File: src/sv/drnl_pkg.sv
// ----------------------------------------------------------------------------
// drnl_pkg
// Shared types and constants of the directory record name lookup.
// ----------------------------------------------------------------------------
package drnl_pkg;

   localparam int SECTOR_SIZE = 2048;
   localparam int SECTOR_W    = $clog2(SECTOR_SIZE);
   localparam int NAME_MAX    = 32;
   localparam int NAME_BYTES  = 32;
   localparam int CSR_IDX_W   = 3;
   localparam int CSR_DATA_W  = 64;

   typedef enum logic [1:0] {
      MODE_LENGTH,
      MODE_RECORD,
      MODE_SKIP,
      MODE_DONE
   } mode_type;

   typedef logic [CSR_IDX_W-1:0] csr_idx_type;

   localparam csr_idx_type CSR_NAME_LEN = 3'd0;
   localparam csr_idx_type CSR_NAME_W0  = 3'd1;
   localparam csr_idx_type CSR_NAME_W1  = 3'd2;
   localparam csr_idx_type CSR_NAME_W2  = 3'd3;
   localparam csr_idx_type CSR_NAME_W3  = 3'd4;

   typedef struct packed {
      logic [5:0]                target_len;
      logic [NAME_BYTES*8-1:0]   name;
   } cfg_type;

   typedef struct packed {
      logic        found;
      logic [7:0]  entry_flags;
      logic [31:0] entry_size;
      logic [31:0] entry_address;
   } rsp_type;

endpackage

File: src/sv/drnl_req_if.sv
// ----------------------------------------------------------------------------
// drnl_req_if
// Request channel: one directory byte per transfer.
// ----------------------------------------------------------------------------
interface drnl_req_if;
   logic       valid;
   logic       ready;
   logic [7:0] dir_byte;
   logic       last_byte;

   modport source (output valid, dir_byte, last_byte, input ready);
   modport sink   (input valid, dir_byte, last_byte, output ready);
endinterface

File: src/sv/drnl_rsp_if.sv
// ----------------------------------------------------------------------------
// drnl_rsp_if
// Response channel: lookup result.
// ----------------------------------------------------------------------------
interface drnl_rsp_if;
   logic        valid;
   logic        ready;
   logic        found;
   logic [7:0]  entry_flags;
   logic [31:0] entry_size;
   logic [31:0] entry_address;

   modport source (output valid, found, entry_flags, entry_size, entry_address,
                   input ready);
   modport sink   (input valid, found, entry_flags, entry_size, entry_address,
                   output ready);
endinterface

File: src/sv/drnl_csr_if.sv
// ----------------------------------------------------------------------------
// drnl_csr_if
// Register write channel.
// ----------------------------------------------------------------------------
interface drnl_csr_if;
   logic                        valid;
   logic                        ready;
   logic [drnl_pkg::CSR_IDX_W-1:0]  index;
   logic [drnl_pkg::CSR_DATA_W-1:0] data;

   modport source (output valid, index, data, input ready);
   modport sink   (input valid, index, data, output ready);
endinterface

File: src/sv/drnl_csr.sv
// ----------------------------------------------------------------------------
// drnl_csr
// Target name registers, written through the register channel.
// ----------------------------------------------------------------------------
module drnl_csr (
   input  logic              clock,
   input  logic              reset,
   drnl_csr_if.sink          csr_bus,
   output drnl_pkg::cfg_type cfg
);
   import drnl_pkg::*;

   cfg_type cfg_ff;
   cfg_type cfg_in;

   assign csr_bus.ready = 1'b1;
   assign cfg           = cfg_ff;

   always_comb begin
      cfg_in = cfg_ff;
      if (csr_bus.valid) begin
         case (csr_bus.index)
            CSR_NAME_LEN: cfg_in.target_len    = csr_bus.data[5:0];
            CSR_NAME_W0:  cfg_in.name[63:0]    = csr_bus.data;
            CSR_NAME_W1:  cfg_in.name[127:64]  = csr_bus.data;
            CSR_NAME_W2:  cfg_in.name[191:128] = csr_bus.data;
            CSR_NAME_W3:  cfg_in.name[255:192] = csr_bus.data;
            default:      cfg_in = cfg_ff;
         endcase
      end
   end

   always_ff @(posedge clock) begin
      if (reset) begin
         cfg_ff.target_len <= 6'd1;
         cfg_ff.name       <= '0;
      end else begin
         cfg_ff <= cfg_in;
      end
   end

endmodule

File: src/sv/drnl_parse.sv
// ----------------------------------------------------------------------------
// drnl_parse
// Per-byte directory record parser and name comparator.
// ----------------------------------------------------------------------------
module drnl_parse #(
   parameter int MAX_SECTORS = 4
) (
   input  logic              clock,
   input  logic              reset,
   input  logic              accept,
   input  logic [7:0]        dir_byte,
   input  logic              last_byte,
   input  drnl_pkg::cfg_type cfg,
   output logic              emit,
   output drnl_pkg::rsp_type result
);
   import drnl_pkg::*;

   localparam int DIR_BYTES = SECTOR_SIZE * MAX_SECTORS;
   localparam int OFS_W     = $clog2(DIR_BYTES + 1);
   localparam logic [OFS_W-1:0] DIR_END = OFS_W'(DIR_BYTES);

   localparam logic [7:0] POS_ADDR0  = 8'd2;
   localparam logic [7:0] POS_ADDR1  = 8'd3;
   localparam logic [7:0] POS_ADDR2  = 8'd4;
   localparam logic [7:0] POS_ADDR3  = 8'd5;
   localparam logic [7:0] POS_SIZE0  = 8'd10;
   localparam logic [7:0] POS_SIZE1  = 8'd11;
   localparam logic [7:0] POS_SIZE2  = 8'd12;
   localparam logic [7:0] POS_SIZE3  = 8'd13;
   localparam logic [7:0] POS_FLAGS  = 8'd25;
   localparam logic [7:0] POS_NAMLEN = 8'd32;
   localparam logic [7:0] POS_NAME   = 8'd33;

   logic [OFS_W-1:0] ofs_ff,      ofs_in;
   logic [7:0]       pos_ff,      pos_in;
   logic [7:0]       len_ff,      len_in;
   mode_type         mode_ff,     mode_in;
   logic [31:0]      addr_ff,     addr_in;
   logic [31:0]      size_ff,     size_in;
   logic [7:0]       flags_ff,    flags_in;
   logic [7:0]       rnl_ff,      rnl_in;
   logic             mismatch_ff, mismatch_in;

   logic       match;
   logic [7:0] pos_n;
   logic [7:0] name_idx;
   logic [7:0] name_byte;

   assign pos_n     = pos_ff + 8'd1;
   assign name_idx  = pos_n - POS_NAME;
   assign name_byte = cfg.name[{name_idx[4:0], 3'b000} +: 8];

   always_comb begin
      ofs_in      = ofs_ff;
      pos_in      = pos_ff;
      len_in      = len_ff;
      mode_in     = mode_ff;
      addr_in     = addr_ff;
      size_in     = size_ff;
      flags_in    = flags_ff;
      rnl_in      = rnl_ff;
      mismatch_in = mismatch_ff;
      match       = 1'b0;

      if (mode_ff != MODE_DONE && ofs_ff < DIR_END) begin
         case (mode_ff)
            MODE_LENGTH: begin
               if (dir_byte == 8'd0) begin
                  mode_in = MODE_SKIP;
               end else begin
                  len_in      = dir_byte;
                  pos_in      = 8'd0;
                  addr_in     = '0;
                  size_in     = '0;
                  flags_in    = '0;
                  rnl_in      = '0;
                  mismatch_in = 1'b0;
                  mode_in     = (dir_byte == 8'd1) ? MODE_LENGTH : MODE_RECORD;
               end
            end
            MODE_RECORD: begin
               pos_in = pos_n;
               case (pos_n)
                  POS_ADDR0: addr_in[7:0]   = addr_ff[7:0]   | dir_byte;
                  POS_ADDR1: addr_in[15:8]  = addr_ff[15:8]  | dir_byte;
                  POS_ADDR2: addr_in[23:16] = addr_ff[23:16] | dir_byte;
                  POS_ADDR3: addr_in[31:24] = addr_ff[31:24] | dir_byte;
                  POS_SIZE0: size_in[7:0]   = size_ff[7:0]   | dir_byte;
                  POS_SIZE1: size_in[15:8]  = size_ff[15:8]  | dir_byte;
                  POS_SIZE2: size_in[23:16] = size_ff[23:16] | dir_byte;
                  POS_SIZE3: size_in[31:24] = size_ff[31:24] | dir_byte;
                  POS_FLAGS: flags_in       = dir_byte;
                  POS_NAMLEN: begin
                     rnl_in = dir_byte;
                     if (dir_byte != {2'b00, cfg.target_len} ||
                         {1'b0, cfg.target_len} > 7'(NAME_MAX)) begin
                        mismatch_in = 1'b1;
                     end else if (dir_byte == 8'd0) begin
                        match = 1'b1;
                     end
                  end
                  default: begin
                     if (pos_n >= POS_NAME && !mismatch_ff && name_idx < rnl_ff) begin
                        if (dir_byte != name_byte) begin
                           mismatch_in = 1'b1;
                        end else if ({1'b0, name_idx} + 9'd1 == {1'b0, rnl_ff}) begin
                           match = 1'b1;
                        end
                     end
                  end
               endcase
               if (match) begin
                  mode_in = MODE_DONE;
               end else if ({1'b0, pos_n} + 9'd1 >= {1'b0, len_ff}) begin
                  mode_in = MODE_LENGTH;
               end
            end
            default: mode_in = mode_ff;
         endcase
         ofs_in = ofs_ff + OFS_W'(1);
         // padding ends at the sector boundary
         if (mode_in == MODE_SKIP && ofs_in[SECTOR_W-1:0] == '0) begin
            mode_in = MODE_LENGTH;
         end
      end

      emit = accept && (match || (last_byte && mode_in != MODE_DONE));
      if (match) begin
         result.found         = 1'b1;
         result.entry_flags   = flags_ff;
         result.entry_size    = size_ff;
         result.entry_address = addr_ff;
      end else begin
         result.found         = 1'b0;
         result.entry_flags   = 8'hFF;
         result.entry_size    = '1;
         result.entry_address = '0;
      end

      // restart for the next directory
      if (last_byte) begin
         ofs_in      = '0;
         pos_in      = '0;
         len_in      = '0;
         mode_in     = MODE_LENGTH;
         addr_in     = '0;
         size_in     = '0;
         flags_in    = '0;
         rnl_in      = '0;
         mismatch_in = 1'b0;
      end
   end

   always_ff @(posedge clock) begin
      if (reset) begin
         ofs_ff      <= '0;
         pos_ff      <= '0;
         len_ff      <= '0;
         mode_ff     <= MODE_LENGTH;
         addr_ff     <= '0;
         size_ff     <= '0;
         flags_ff    <= '0;
         rnl_ff      <= '0;
         mismatch_ff <= 1'b0;
      end else if (accept) begin
         ofs_ff      <= ofs_in;
         pos_ff      <= pos_in;
         len_ff      <= len_in;
         mode_ff     <= mode_in;
         addr_ff     <= addr_in;
         size_ff     <= size_in;
         flags_ff    <= flags_in;
         rnl_ff      <= rnl_in;
         mismatch_ff <= mismatch_in;
      end
   end

endmodule

File: src/sv/drnl_outq.sv
// ----------------------------------------------------------------------------
// drnl_outq
// Result register with a skid stage in front of the response channel.
// ----------------------------------------------------------------------------
module drnl_outq (
   input  logic              clock,
   input  logic              reset,
   input  logic              push,
   input  drnl_pkg::rsp_type push_data,
   output logic              space,
   drnl_rsp_if.source        rsp_bus
);
   import drnl_pkg::*;

   logic    out_valid_ff,  out_valid_in;
   logic    skid_valid_ff, skid_valid_in;
   rsp_type out_ff,        out_in;
   rsp_type skid_ff,       skid_in;
   logic    pop;

   assign pop   = out_valid_ff && rsp_bus.ready;
   assign space = !skid_valid_ff;

   always_comb begin
      out_valid_in  = out_valid_ff;
      skid_valid_in = skid_valid_ff;
      out_in        = out_ff;
      skid_in       = skid_ff;
      if (!out_valid_ff || pop) begin
         if (skid_valid_ff) begin
            out_in        = skid_ff;
            out_valid_in  = 1'b1;
            skid_valid_in = 1'b0;
         end else begin
            out_in       = push_data;
            out_valid_in = push;
         end
      end else if (push) begin
         // hold the head, park the new result
         skid_in       = push_data;
         skid_valid_in = 1'b1;
      end
   end

   always_ff @(posedge clock) begin
      if (reset) begin
         out_valid_ff  <= 1'b0;
         skid_valid_ff <= 1'b0;
      end else begin
         out_valid_ff  <= out_valid_in;
         skid_valid_ff <= skid_valid_in;
      end
      out_ff  <= out_in;
      skid_ff <= skid_in;
   end

   assign rsp_bus.valid         = out_valid_ff;
   assign rsp_bus.found         = out_ff.found;
   assign rsp_bus.entry_flags   = out_ff.entry_flags;
   assign rsp_bus.entry_size    = out_ff.entry_size;
   assign rsp_bus.entry_address = out_ff.entry_address;

endmodule

File: src/sv/directory_record_name_lookup.sv
// ----------------------------------------------------------------------------
// directory_record_name_lookup
// Walks the records of a CD directory extent and looks up a name.
// ----------------------------------------------------------------------------
// Usage:
//   csr_bus writes the target name: index 0 its length, indexes 1..4 the name
//   bytes eight at a time. Write it only while no lookup is in flight.
//   req_bus carries the directory one byte per request, last_byte set on the
//   final byte. One request is taken every cycle while req_bus.ready is high;
//   the per-byte parse is a single registered step.
//   rsp_bus gives one result per directory: found with the record's flags,
//   size and extent address on the byte that completes the match, or
//   not-found on the last byte. The result is registered before rsp_bus.
//   Bytes after a match are dropped until last_byte.
//   A result register and a skid stage sit before rsp_bus; with both full,
//   req_bus.ready drops until the receiver takes a result.
//   Reset clears the parser and the result queue and loads a target length
//   of one with all name bytes zero. Parsing stops after MAX_SECTORS sectors.
// ----------------------------------------------------------------------------
module directory_record_name_lookup #(
   parameter int MAX_SECTORS = 4
) (
   input  logic         clock,
   input  logic         reset,
   drnl_req_if.sink     req_bus,
   drnl_rsp_if.source   rsp_bus,
   drnl_csr_if.sink     csr_bus
);
   import drnl_pkg::*;

   cfg_type cfg;
   rsp_type result;
   logic    emit;
   logic    space;
   logic    accept;

   assign req_bus.ready = space;
   assign accept        = req_bus.valid && space;

   drnl_csr u_csr (
      .clock   (clock),
      .reset   (reset),
      .csr_bus (csr_bus),
      .cfg     (cfg)
   );

   drnl_parse #(
      .MAX_SECTORS (MAX_SECTORS)
   ) u_parse (
      .clock     (clock),
      .reset     (reset),
      .accept    (accept),
      .dir_byte  (req_bus.dir_byte),
      .last_byte (req_bus.last_byte),
      .cfg       (cfg),
      .emit      (emit),
      .result    (result)
   );

   drnl_outq u_outq (
      .clock     (clock),
      .reset     (reset),
      .push      (emit),
      .push_data (result),
      .space     (space),
      .rsp_bus   (rsp_bus)
   );

endmodule
File: src/flat_wrapper.sv
// flat-port wrapper written by rule: the top's interface ports become plain ports
module directory_record_name_lookup_flat import drnl_pkg::*;
#(
   parameter int MAX_SECTORS = 4
)
  (clock, reset, req_bus_valid, req_bus_dir_byte, req_bus_last_byte, req_bus_ready, rsp_bus_valid, rsp_bus_found, rsp_bus_entry_flags, rsp_bus_entry_size, rsp_bus_entry_address, rsp_bus_ready, csr_bus_valid, csr_bus_index, csr_bus_data, csr_bus_ready);
  drnl_req_if req_bus_i ();
  drnl_rsp_if rsp_bus_i ();
  drnl_csr_if csr_bus_i ();
  input  logic clock;
  input  logic reset;
  input wire logic [$bits(req_bus_i.valid)-1:0] req_bus_valid;
  input wire logic [$bits(req_bus_i.dir_byte)-1:0] req_bus_dir_byte;
  input wire logic [$bits(req_bus_i.last_byte)-1:0] req_bus_last_byte;
  output wire logic [$bits(req_bus_i.ready)-1:0] req_bus_ready;
  output wire logic [$bits(rsp_bus_i.valid)-1:0] rsp_bus_valid;
  output wire logic [$bits(rsp_bus_i.found)-1:0] rsp_bus_found;
  output wire logic [$bits(rsp_bus_i.entry_flags)-1:0] rsp_bus_entry_flags;
  output wire logic [$bits(rsp_bus_i.entry_size)-1:0] rsp_bus_entry_size;
  output wire logic [$bits(rsp_bus_i.entry_address)-1:0] rsp_bus_entry_address;
  input wire logic [$bits(rsp_bus_i.ready)-1:0] rsp_bus_ready;
  input wire logic [$bits(csr_bus_i.valid)-1:0] csr_bus_valid;
  input wire logic [$bits(csr_bus_i.index)-1:0] csr_bus_index;
  input wire logic [$bits(csr_bus_i.data)-1:0] csr_bus_data;
  output wire logic [$bits(csr_bus_i.ready)-1:0] csr_bus_ready;
  assign req_bus_i.valid = req_bus_valid;
  assign req_bus_i.dir_byte = req_bus_dir_byte;
  assign req_bus_i.last_byte = req_bus_last_byte;
  assign req_bus_ready = req_bus_i.ready;
  assign rsp_bus_valid = rsp_bus_i.valid;
  assign rsp_bus_found = rsp_bus_i.found;
  assign rsp_bus_entry_flags = rsp_bus_i.entry_flags;
  assign rsp_bus_entry_size = rsp_bus_i.entry_size;
  assign rsp_bus_entry_address = rsp_bus_i.entry_address;
  assign rsp_bus_i.ready = rsp_bus_ready;
  assign csr_bus_i.valid = csr_bus_valid;
  assign csr_bus_i.index = csr_bus_index;
  assign csr_bus_i.data = csr_bus_data;
  assign csr_bus_ready = csr_bus_i.ready;
  directory_record_name_lookup #(.MAX_SECTORS(MAX_SECTORS)) u_core (.clock(clock), .reset(reset), .req_bus(req_bus_i), .rsp_bus(rsp_bus_i), .csr_bus(csr_bus_i));
endmodule
File: config.mk
export PLATFORM = sky130hd
export DESIGN_NAME = directory_record_name_lookup_flat
export DESIGN_NICKNAME = d
export VERILOG_FILES = /design/src/sv/drnl_pkg.sv /design/src/sv/drnl_req_if.sv /design/src/sv/drnl_rsp_if.sv /design/src/sv/drnl_csr_if.sv /design/src/sv/drnl_csr.sv /design/src/sv/drnl_parse.sv /design/src/sv/drnl_outq.sv /design/src/sv/directory_record_name_lookup.sv /design/src/flat_wrapper.sv
export SDC_FILE = /design/constraint.sdc
export NUM_CORES = 1
export LEC_CHECK = 0
export BUFFER_PORTS_ARGS = -buffer_cell sky130_fd_sc_hd__clkbuf_2
export CAP_MARGIN = 5
export CORE_UTILIZATION = 40
export CTS_CLUSTER_DIAMETER = 150
export DETAILED_ROUTE_END_ITERATION = 10
export GPL_TIMING_DRIVEN = 0
export PLACE_DENSITY_LB_ADDON = 0.2
export SYNTH_ARGS = -nofsm -noshare
export SYNTH_HDL_FRONTEND = slang
export SYNTH_HIERARCHICAL = 1
export SYNTH_SLANG_ARGS = --single-unit
File: constraint.sdc
create_clock -name clock -period 8.4 [get_ports clock]
set_input_delay 1.68 -clock clock [delete_from_list [all_inputs] [get_ports clock]]
set_output_delay 1.68 -clock clock [all_outputs]
set_load 0.1 [all_outputs]
---- Word level (Yosys, flattened, before mapping) ----
Cells that the tools add are included.
cells by class
  shift-type cells ........................ 1
  bitwise gates (word level) .............. 9
  reductions and logical operators ........ 43
  equality and inequality tests ........... 38
  $lt $le $gt $ge ......................... 5
  $add $sub $neg .......................... 5
  multiplexer cells ....................... 63
operator list
  cell                     count
  $shiftx A256 B9 Y8       1
  $mux W8                  21
  $mux W32                 5
  $mux W73                 2
  $pmux W32 S2             2
  $or A8 B8 Y8             8
  $reduce_and A5 Y1        10
  $pmux W8 S2              3
  $eq A8 B4 Y1 const B     4
  $ne A3 B2 Y1 const B     10
  $mux W14                 2
  $add A8 B1 Y9 const B    2
  $mux W1                  17
  $eq A8 B2 Y1 const B     2
  $eq A8 B3 Y1 const B     2
  $add A14 B1 Y14 const B  1
  $lt A14 B14 Y1 const B   1
  $mux W2                  7
  $reduce_and A2 Y1        7
  $logic_not A11 Y1        1
  $eq A9 B8 Y1             1
  $ge A9 B8 Y1             1
  $reduce_or A9 Y1         1
  $add A8 B1 Y8 const B    1
  32 further kinds         52
word-level totals
  bits of input ports ..................... 81
  output and inout bits ................... 76
  register bits ........................... 523

---- Longest topological paths before layout ----
Gate-level depths: netlist of the first run.
  depth after elaboration ................. 22
  gate-level depth with buffers ........... 25
  mapped depth without buffers ............ 18

---- By module ----
Netlist of the first run, hierarchy kept.
by module, submodules not included
  module                        instances  area each (um2)  seq. area each (um2)  cells each
  drnl_csr                      1          10347.4          5245.0                926
  drnl_parse                    1          8971.1           2262.2                1233
  drnl_outq                     1          5540.3           4424.2                236
  directory_record_name_lookup  1          6.3              0.0                   1

---- Least setup slack after synthesis of the first run ----
No wires, ideal clock.
  path type ............................... reg-to-reg
  start ................................... register u_core.u_parse.pos_ff[0]
  end ..................................... register u_core/u_outq/skid_ff[0] in the netlist's numbering (enable)
  library setup time ...................... 0.504 ns
  slack ................................... 0.677 ns
  arrival time ............................ 7.219 ns
  stages on the path, launching flop included .. 25
  required time ........................... 7.896 ns
  cells stage by stage .................... dfxtp_1 inv_1 buf_1 clkbuf_1 ha_1 buf_4 nor2_8 inv_2 buf_6 buf_6 clkbuf_1 buf_1 ha_1 nor2b_1 o21a_1 o21ai_0 a21oi_1 o21a_1 o21ai_0 nor2b_1 o2111a_1 a211oi_1 nor2_1 inv_1 nor2_1
between the ends
  cells in the longest elaborated chain, start to end .. 22
  elaborated cells between the ends (all ways) .. 44
  those cells by class .................... add/sub (4); order compare (3); eq/ne (14); shift (1); mux (14); reduce/logical (8)
RTL lines
  item                                                                    RTL line                            text
  start: declaration                                                      drnl_parse.sv:36                    logic [7:0] pos_ff, pos_in;
  start signal: assignment                                                drnl_parse.sv:168                   pos_ff <= pos_in;
  $add A8 B1 Y8 (*)                                                       drnl_parse.sv:50                    assign pos_n = pos_ff + 8'd1;
  parallel branches: the longest is 18 deep, another holds $sub A8 B6 Y8  -
  $logic_or A1 B1 Y1 (*)                                                  drnl_parse.sv:128                   emit = accept && (match || (last_byte && mode_in != MODE_DONE));
  $logic_and A1 B1 Y1 (*)                                                 drnl_parse.sv:128
  named net u_core.emit                                                   directory_record_name_lookup.sv:33  logic emit;
  $reduce_and A2 Y1 (no source line) (*)                                  -
  end signal: assignment                                                  drnl_outq.sv:54                     skid_ff <= skid_in;
  end: declaration                                                        drnl_outq.sv:18                     rsp_type skid_ff, skid_in;
Mark *: on every way through the listed nets, which the timed path passes. The select of a mux whose other input is x is not followed.
A chain may end at the register's enable or synchronous reset.

---- Final worst setup path of the first run ----
  start ................................... register u_core.u_parse.pos_ff[0]
  end ..................................... register u_core/u_outq/skid_ff[18] in the netlist's numbering (enable)
The elaborated chain is that of the path after synthesis.

==> results.cfg, run 1 <==
[run_status]
status = complete, but fails checks
violations = DRC

[layout]
final_common_cell = dfxtp_1
syn_to_final_growth_pct = 15.31
finalNetCount = 2710
final_util_pct = 46.55
layout_common_cells = 377 x dfxtp_1, 333 x nand2b_1, 297 x mux2i_1
drive_above_1_share_pct = 15.84

[route]
drc = 4
antenna_left = 0
wl_per_cell_um = 23.77
vias_per_cell = 5.396
drtPass1Iterations = 9
drt_iter0_drc = 1309
vias = 18830
routed_wl_um = 82950

[worst_setup_path]
required_ps = 8730
worstSetupPathType = reg2reg
critPathCaptureType = register
critPathLaunchType = register
cp_data_arrival_time_ps = 7500
crit_fanout = 35

[grt]
grt_pass1_wl_um = 121200
track_usage_pct = 26.01
grt_antenna_before_repair = 1
grt_overflow = 0
grt_max_degree = 74
grt_pass1_vias = 18600

[sta]
final-setup-viol-count = 0
layout_min_cycle_time_ps = 7166
maxSlewViolCount = 0
fin_skew_ps = 45.54
layout_setup_ws_ps = 1234
hold_viol = 0
rsz0062_at_grt = false
max_freq_ghz = 0.1395
worst_pin_slew_ps = 998.4
min_period_over_period_pct = 85.31
maxSlewHeadroom_pct = 31.72

[clock_tree]
hold_buffers = 0
cts_tree = done
clock_path_buffers = 3
cts-resized-gates = 0
cts_htree_levels = 2
cts_made_buffers = 56
cts_setup_buffers = 0
clk_pin_slew_worst_paths_ps = 60
clk-insertion-delay-late_ps = 640
clock-sinks = 523
clockRootBuffer = clkbuf_16

[yosys]
synth.avg_cell_area_sq_um = 10.38
postSynthCellCount = 2396
yosys_most_used_dff = dfxtp_1
yosys_warnings = 6
synth-seq-cells = 523
synth.cell_area_sq_mm = 0.02487
synth_edf_count = 146
synthArstFlopShare_pct = 0
seq_area_frac_synth_pct = 47.98
synth.distinct_cells = 78
syn_nets = 2499

[placement]
dpl_worst_slack_ps = 1379
hpwl_um = 62660
place_congestion = 1.009
port_buffers = 149

[floorplan]
ios = 157
rows = 91
die-width_um = 251.3
core-area_sq_mm = 0.06160
fp.dieArea_sq_mm = 0.06316
die_h_um = 251.3
start_util_pct = 40.37

[pwr]
p_per_area_mw_per_mm2 = 197.2
ir_drop_v = 0.0001766
p_leak_nw = 11.66

[hold_path]
min_path_type = reg2reg

[job]
maxCapViolations = 0
metrics by stage:
stage / TNS [ps] / total power, mW / hold slack [ps] / cell area (sq um) / instances
5_1_grt: 0 / 5.840 / 482.2 / 28670 / 3489
4_1_cts: 0 / 5.705 / 451.8 / 28670 / 3488
3_3_place_gp: -168700 / 3.172 / 439.4 / 26660 / 3382
3_5_place_dp: 0 / 3.177 / 443.2 / 26740 / 3385
6_report: 0 / 5.655 / 451.7 / 28670 / 3490
2_1_floorplan: 0 / 3.001 / 428.6 / 24870 / 2396
cell type report:
type | count | area, sq um
antenna | 1 | 2.502
sequential | 523 | 11930
multi-input combinational | 1657 | 11840
clock inverter | 17 | 197.7
clock buffer | 86 | 1727
tap | 837 | 1047
fill | 5825 | 32930
inverter | 26 | 97.59
timing repair buffer | 153 | 818.3
buffer | 190 | 1008
sequential cells by signal, summed over array words and instances (netlist names), 8 cells and up:
signal,flops
u_core/u_outq/rsp_bus.entry_size,32
u_core/u_outq/rsp_bus.entry_address,32
u_core/u_parse/pos_ff,8
u_core/u_parse/addr_ff,32
u_core/u_outq/skid_ff,73
u_core/u_parse/size_ff,32
u_core/u_parse/ofs_ff,14
u_core/u_parse/len_ff,8
u_core/u_parse/flags_ff,8
u_core/u_parse/rnl_ff,8
u_core/u_outq/rsp_bus.entry_flags,8
u_core/u_csr/cfg,262
cell usage after synthesis (10+ instances only):
master     count  area, sq um
xor2_1        26        227.7
o21ai_0       21        105.1
buf_2         31        155.2
mux2_2        25        281.5
dfxtp_1      377         7547
nand3_1       81        405.4
nor3b_1       40        300.3
nor2_1       133        499.2
buf_4         24        180.2
nand2_1      164        615.6
nand4_1       19        118.9
xnor2_1       31        271.5
nand2b_1     334         2090
clkbuf_1     102        382.9
buf_6         22        247.7
edfxtp_1     146         4384
or3_1         47        294.0
a2111oi_0     32        280.3
ha_1          22        275.3
nor4_1        16        100.1
inv_1         23        86.33
a22oi_1       20        150.1
a21oi_1      107        535.5
mux2_4        48        720.7
and3_1        49        306.5
buf_1         10        37.54
mux2i_1      297         2973
nor3_1        11        55.05
kinds of logic (layout without fill, tap and decap cells):
logic type | Yosys count | count (layout) | share of synthesized area, %
xor gates and xnor gates | 62 | 62 | 2.440
adders and majority gates | 22 | 22 | 1.107
buffers and inverters | 216 | 472 | 4.448
AOI/OAI and AO/OA | 263 | 263 | 7.201
and+or+nand+nor | 939 | 939 | 20.82
DFF | 523 | 523 | 47.98
muxes | 370 | 370 | 15.99
other | 1 | 2 | 0.01508
report_power, final:
part,switching (mW),internal [mW]
registers,0.0389,2.63
logic,0.310,0.149
clock network,1.07,1.46
total,1.42,4.24
per-layer routing:
metal	GRT usage [%]	vias to the layer above	part of all wire, %
li1	-	8862	-
met1	33.16	9193	43
met2	44.12	617	48
met3	2.827	159	4.6
met4	12.04	0	4.7
met5	0	-	0
worst paths after layout:
path / from / to / slack (ps) / depth (start not counted)
worst min-delay path: u_core/u_parse/rnl_ff[6] / u_core/u_parse/rnl_ff[6] / 450 / 2
worst min register to register: u_core/u_parse/rnl_ff[6] / u_core/u_parse/rnl_ff[6] / 450 / 2
worst max-delay path: u_core/u_parse/pos_ff[0] / u_core/u_outq/skid_ff[18] / 1230 / 26
worst max register to register: u_core/u_parse/pos_ff[0] / u_core/u_outq/skid_ff[18] / 1230 / 26
critical path: stages, from the launching register on:
cell,delay [ps]
dfxtp_1,370
inv_1,250
buf_1,540
clkbuf_1,730
ha_1,280
buf_4,200
nor2_8,80
inv_2,80
buf_6,130
buf_6,160
clkbuf_1,450
buf_1,640
ha_1,360
nor2b_1,130
o21a_1,150
o21ai_0,180
a21oi_1,110
o21a_1,180
o21ai_0,200
nor2b_1,210
o2111a_1,250
a211oi_1,90
nor2_1,200
inv_1,100
nor2_4,230
buf_12,250
buf_12,250
Note: power is estimated with default switching activity, not from simulation.
==> run 2: changes to the inputs <==
CORE_UTILIZATION = 61   (was 40)
PLACE_DENSITY = 0.8   (was unset)
PLACE_DENSITY_LB_ADDON = unset   (was 0.2)
==> run 2 against run 1 <==
Net effect: the flow now finishes without violations; clock power decreased by 5%; via count increased by 5.7%; wire length increased by 0.82%; highest routed layer unchanged; utilization increased by 24 points; sequential power about the same; clock skew decreased by 11 ps; hold slack improved by 14 ps.
==> results.cfg, run 2 (synthesis results as in run 1) <==
[grt]
grt_pass1_wl_um = 122000
grt_antenna_before_repair = 0
track_usage_pct = 39.97
grt_pass1_vias = 19630
grt_max_degree = 63
grt_overflow = 0

[sta]
whs_ps = 465.8
rsz0062_at_grt = false
max_freq_ghz = 0.1286
maxSlewViolCount = 0
final-setup-viol-count = 0
layout_min_cycle_time_ps = 7773
fin_skew_ps = 34.08
setup_tns_ps = 0
worst_pin_slew_ps = 1274
min_period_over_period_pct = 92.54
layout_setup_ws_ps = 626.8
hold_viol = 0
maxSlewHeadroom_pct = 14.29

[clock_tree]
cts_tree = done
hold_buffers = 0
clock-sinks = 523
cts_setup_buffers = 0
cts_made_buffers = 53
clk_pin_slew_worst_paths_ps = 60
clock_path_buffers = 3
cts-resized-gates = 0
clk-insertion-delay-late_ps = 620
cts_htree_levels = 2
clockRootBuffer = clkbuf_16

[worst_setup_path]
crit_fanout = 34
cp_slowest_cell = clkbuf_1
slowest_delay_ps = 820
cp_data_arrival_time_ps = 8090
crit_start = u_core/u_parse/pos_ff[0]
critPathCaptureType = register
reg2reg_from = u_core/u_parse/pos_ff[0]
required_ps = 8720
worstPathCellList = inv_1 > buf_1 > clkbuf_1 > ha_1 > buf_4 > nor2_8 > inv_2 > buf_6 > buf_6 > clkbuf_1 > buf_1 > nand2_1 > nand3_1 > nand4_1 > o211ai_1 > nand2_1 > xnor2_1 > a2111oi_4 > a211oi_1 > nor2_1 > inv_1 > nor2_4 > buf_12 > buf_12
critPathLaunchType = register
worstSetupPathType = reg2reg

[job]
maxCapViolations = 0

[route]
topRoutingLayerUsed = met4
drc = 0
vias = 19910
wl_met2_um = 40510
route.met3.wl_um = 5784
met1_length_um = 31530
vias_per_cell = 6.277
drt_iter0_drc = 1891
antenna_left = 0
drtPass1Iterations = 6
wl_per_cell_um = 26.37
routed_wl_um = 83630

[layout]
fin_area_sq_mm = 0.02813
layout_common_cells = 377 x dfxtp_1, 333 x nand2b_1, 297 x mux2i_1
finalNetCount = 2706
final_util_pct = 70.32
final_common_cell = dfxtp_1
drive_above_1_share_pct = 15.47
syn_to_final_growth_pct = 13.14
largest_reg_flops = 262
final_cells = 3171

[placement]
dpl.cell_count = 3073
place_congestion = 0.9702
dpl_worst_slack_ps = 929.6
hpwl_um = 60780
port_buffers = 149
place_area_sq_mm = 0.02635

[floorplan]
core-area_sq_mm = 0.04001
ios = 157
fp.dieArea_sq_mm = 0.04157
rows = 73
start_util_pct = 62.15
die-width_um = 203.9
die_h_um = 203.9

[pwr]
ir_drop_v = 0.0001642
fin_total_pwr_mw = 5.544
p_leak_nw = 11.58
p_per_area_mw_per_mm2 = 197.1

[hold_path]
hp-start = u_core/u_parse/rnl_ff[6]
min_path_type = reg2reg

[run_status]
status = finished, final reports clean
run 2: cell count changes in the layout (fill, tap and decap cells not counted), moves of 2 or more:
cell,delta
clkbuf_8,-6
clkinv_16,-2
clkinv_1,+3
clkinv_8,+2
bufinv_16,+3
clkbuf_16,-5
run 2: final cells by class:
class,count,area [sq um]
Clock buffer,75,1519
Clock inverter,21,257.7
Sequential cell,523,11930
Timing Repair Buffer,152,813.3
Tap cell,525,656.9
Buffer,190,1008
Multi-Input combinational cell,1657,11840
Fill cell,2929,11870
Inverter,26,97.59
Antenna cell,2,5.005
run 2: path summary, 6_finish.rpt:
check / end / slack (ps) / depth (start not counted)
setup / recovery: u_core/u_outq/skid_ff[15] / 630 / 24
hold / removal: u_core/u_parse/rnl_ff[6] / 470 / 2
setup reg to reg: u_core/u_outq/skid_ff[15] / 630 / 24
hold reg to reg: u_core/u_parse/rnl_ff[6] / 470 / 2
run 2: critical path, delay by kind of cell (launching register included):
family,cells,cell delay (ps)
compound gates,3,960
xor+xnor,1,160
fa+ha+maj,1,290
buf+inv,12,4170
flops,1,390
simple gates,7,1420
run 2: report_power, final:
part | total [mW] | leakage, nW | switching, mW | internal (mW)
Sequential | 2.66 | 4.62 | 0.0336 | 2.63
Clock | 2.40 | 0.867 | 1.02 | 1.39
Combinational | 0.476 | 6.09 | 0.327 | 0.149
Total | 5.54 | 11.6 | 1.38 | 4.17
run 2: metal layers:
layer	GRT usage (%)	up-vias
met5	0	-
met2	68.94	1079
met3	5.963	291
met1	46.66	9674
met4	24.92	0
li1	-	8861
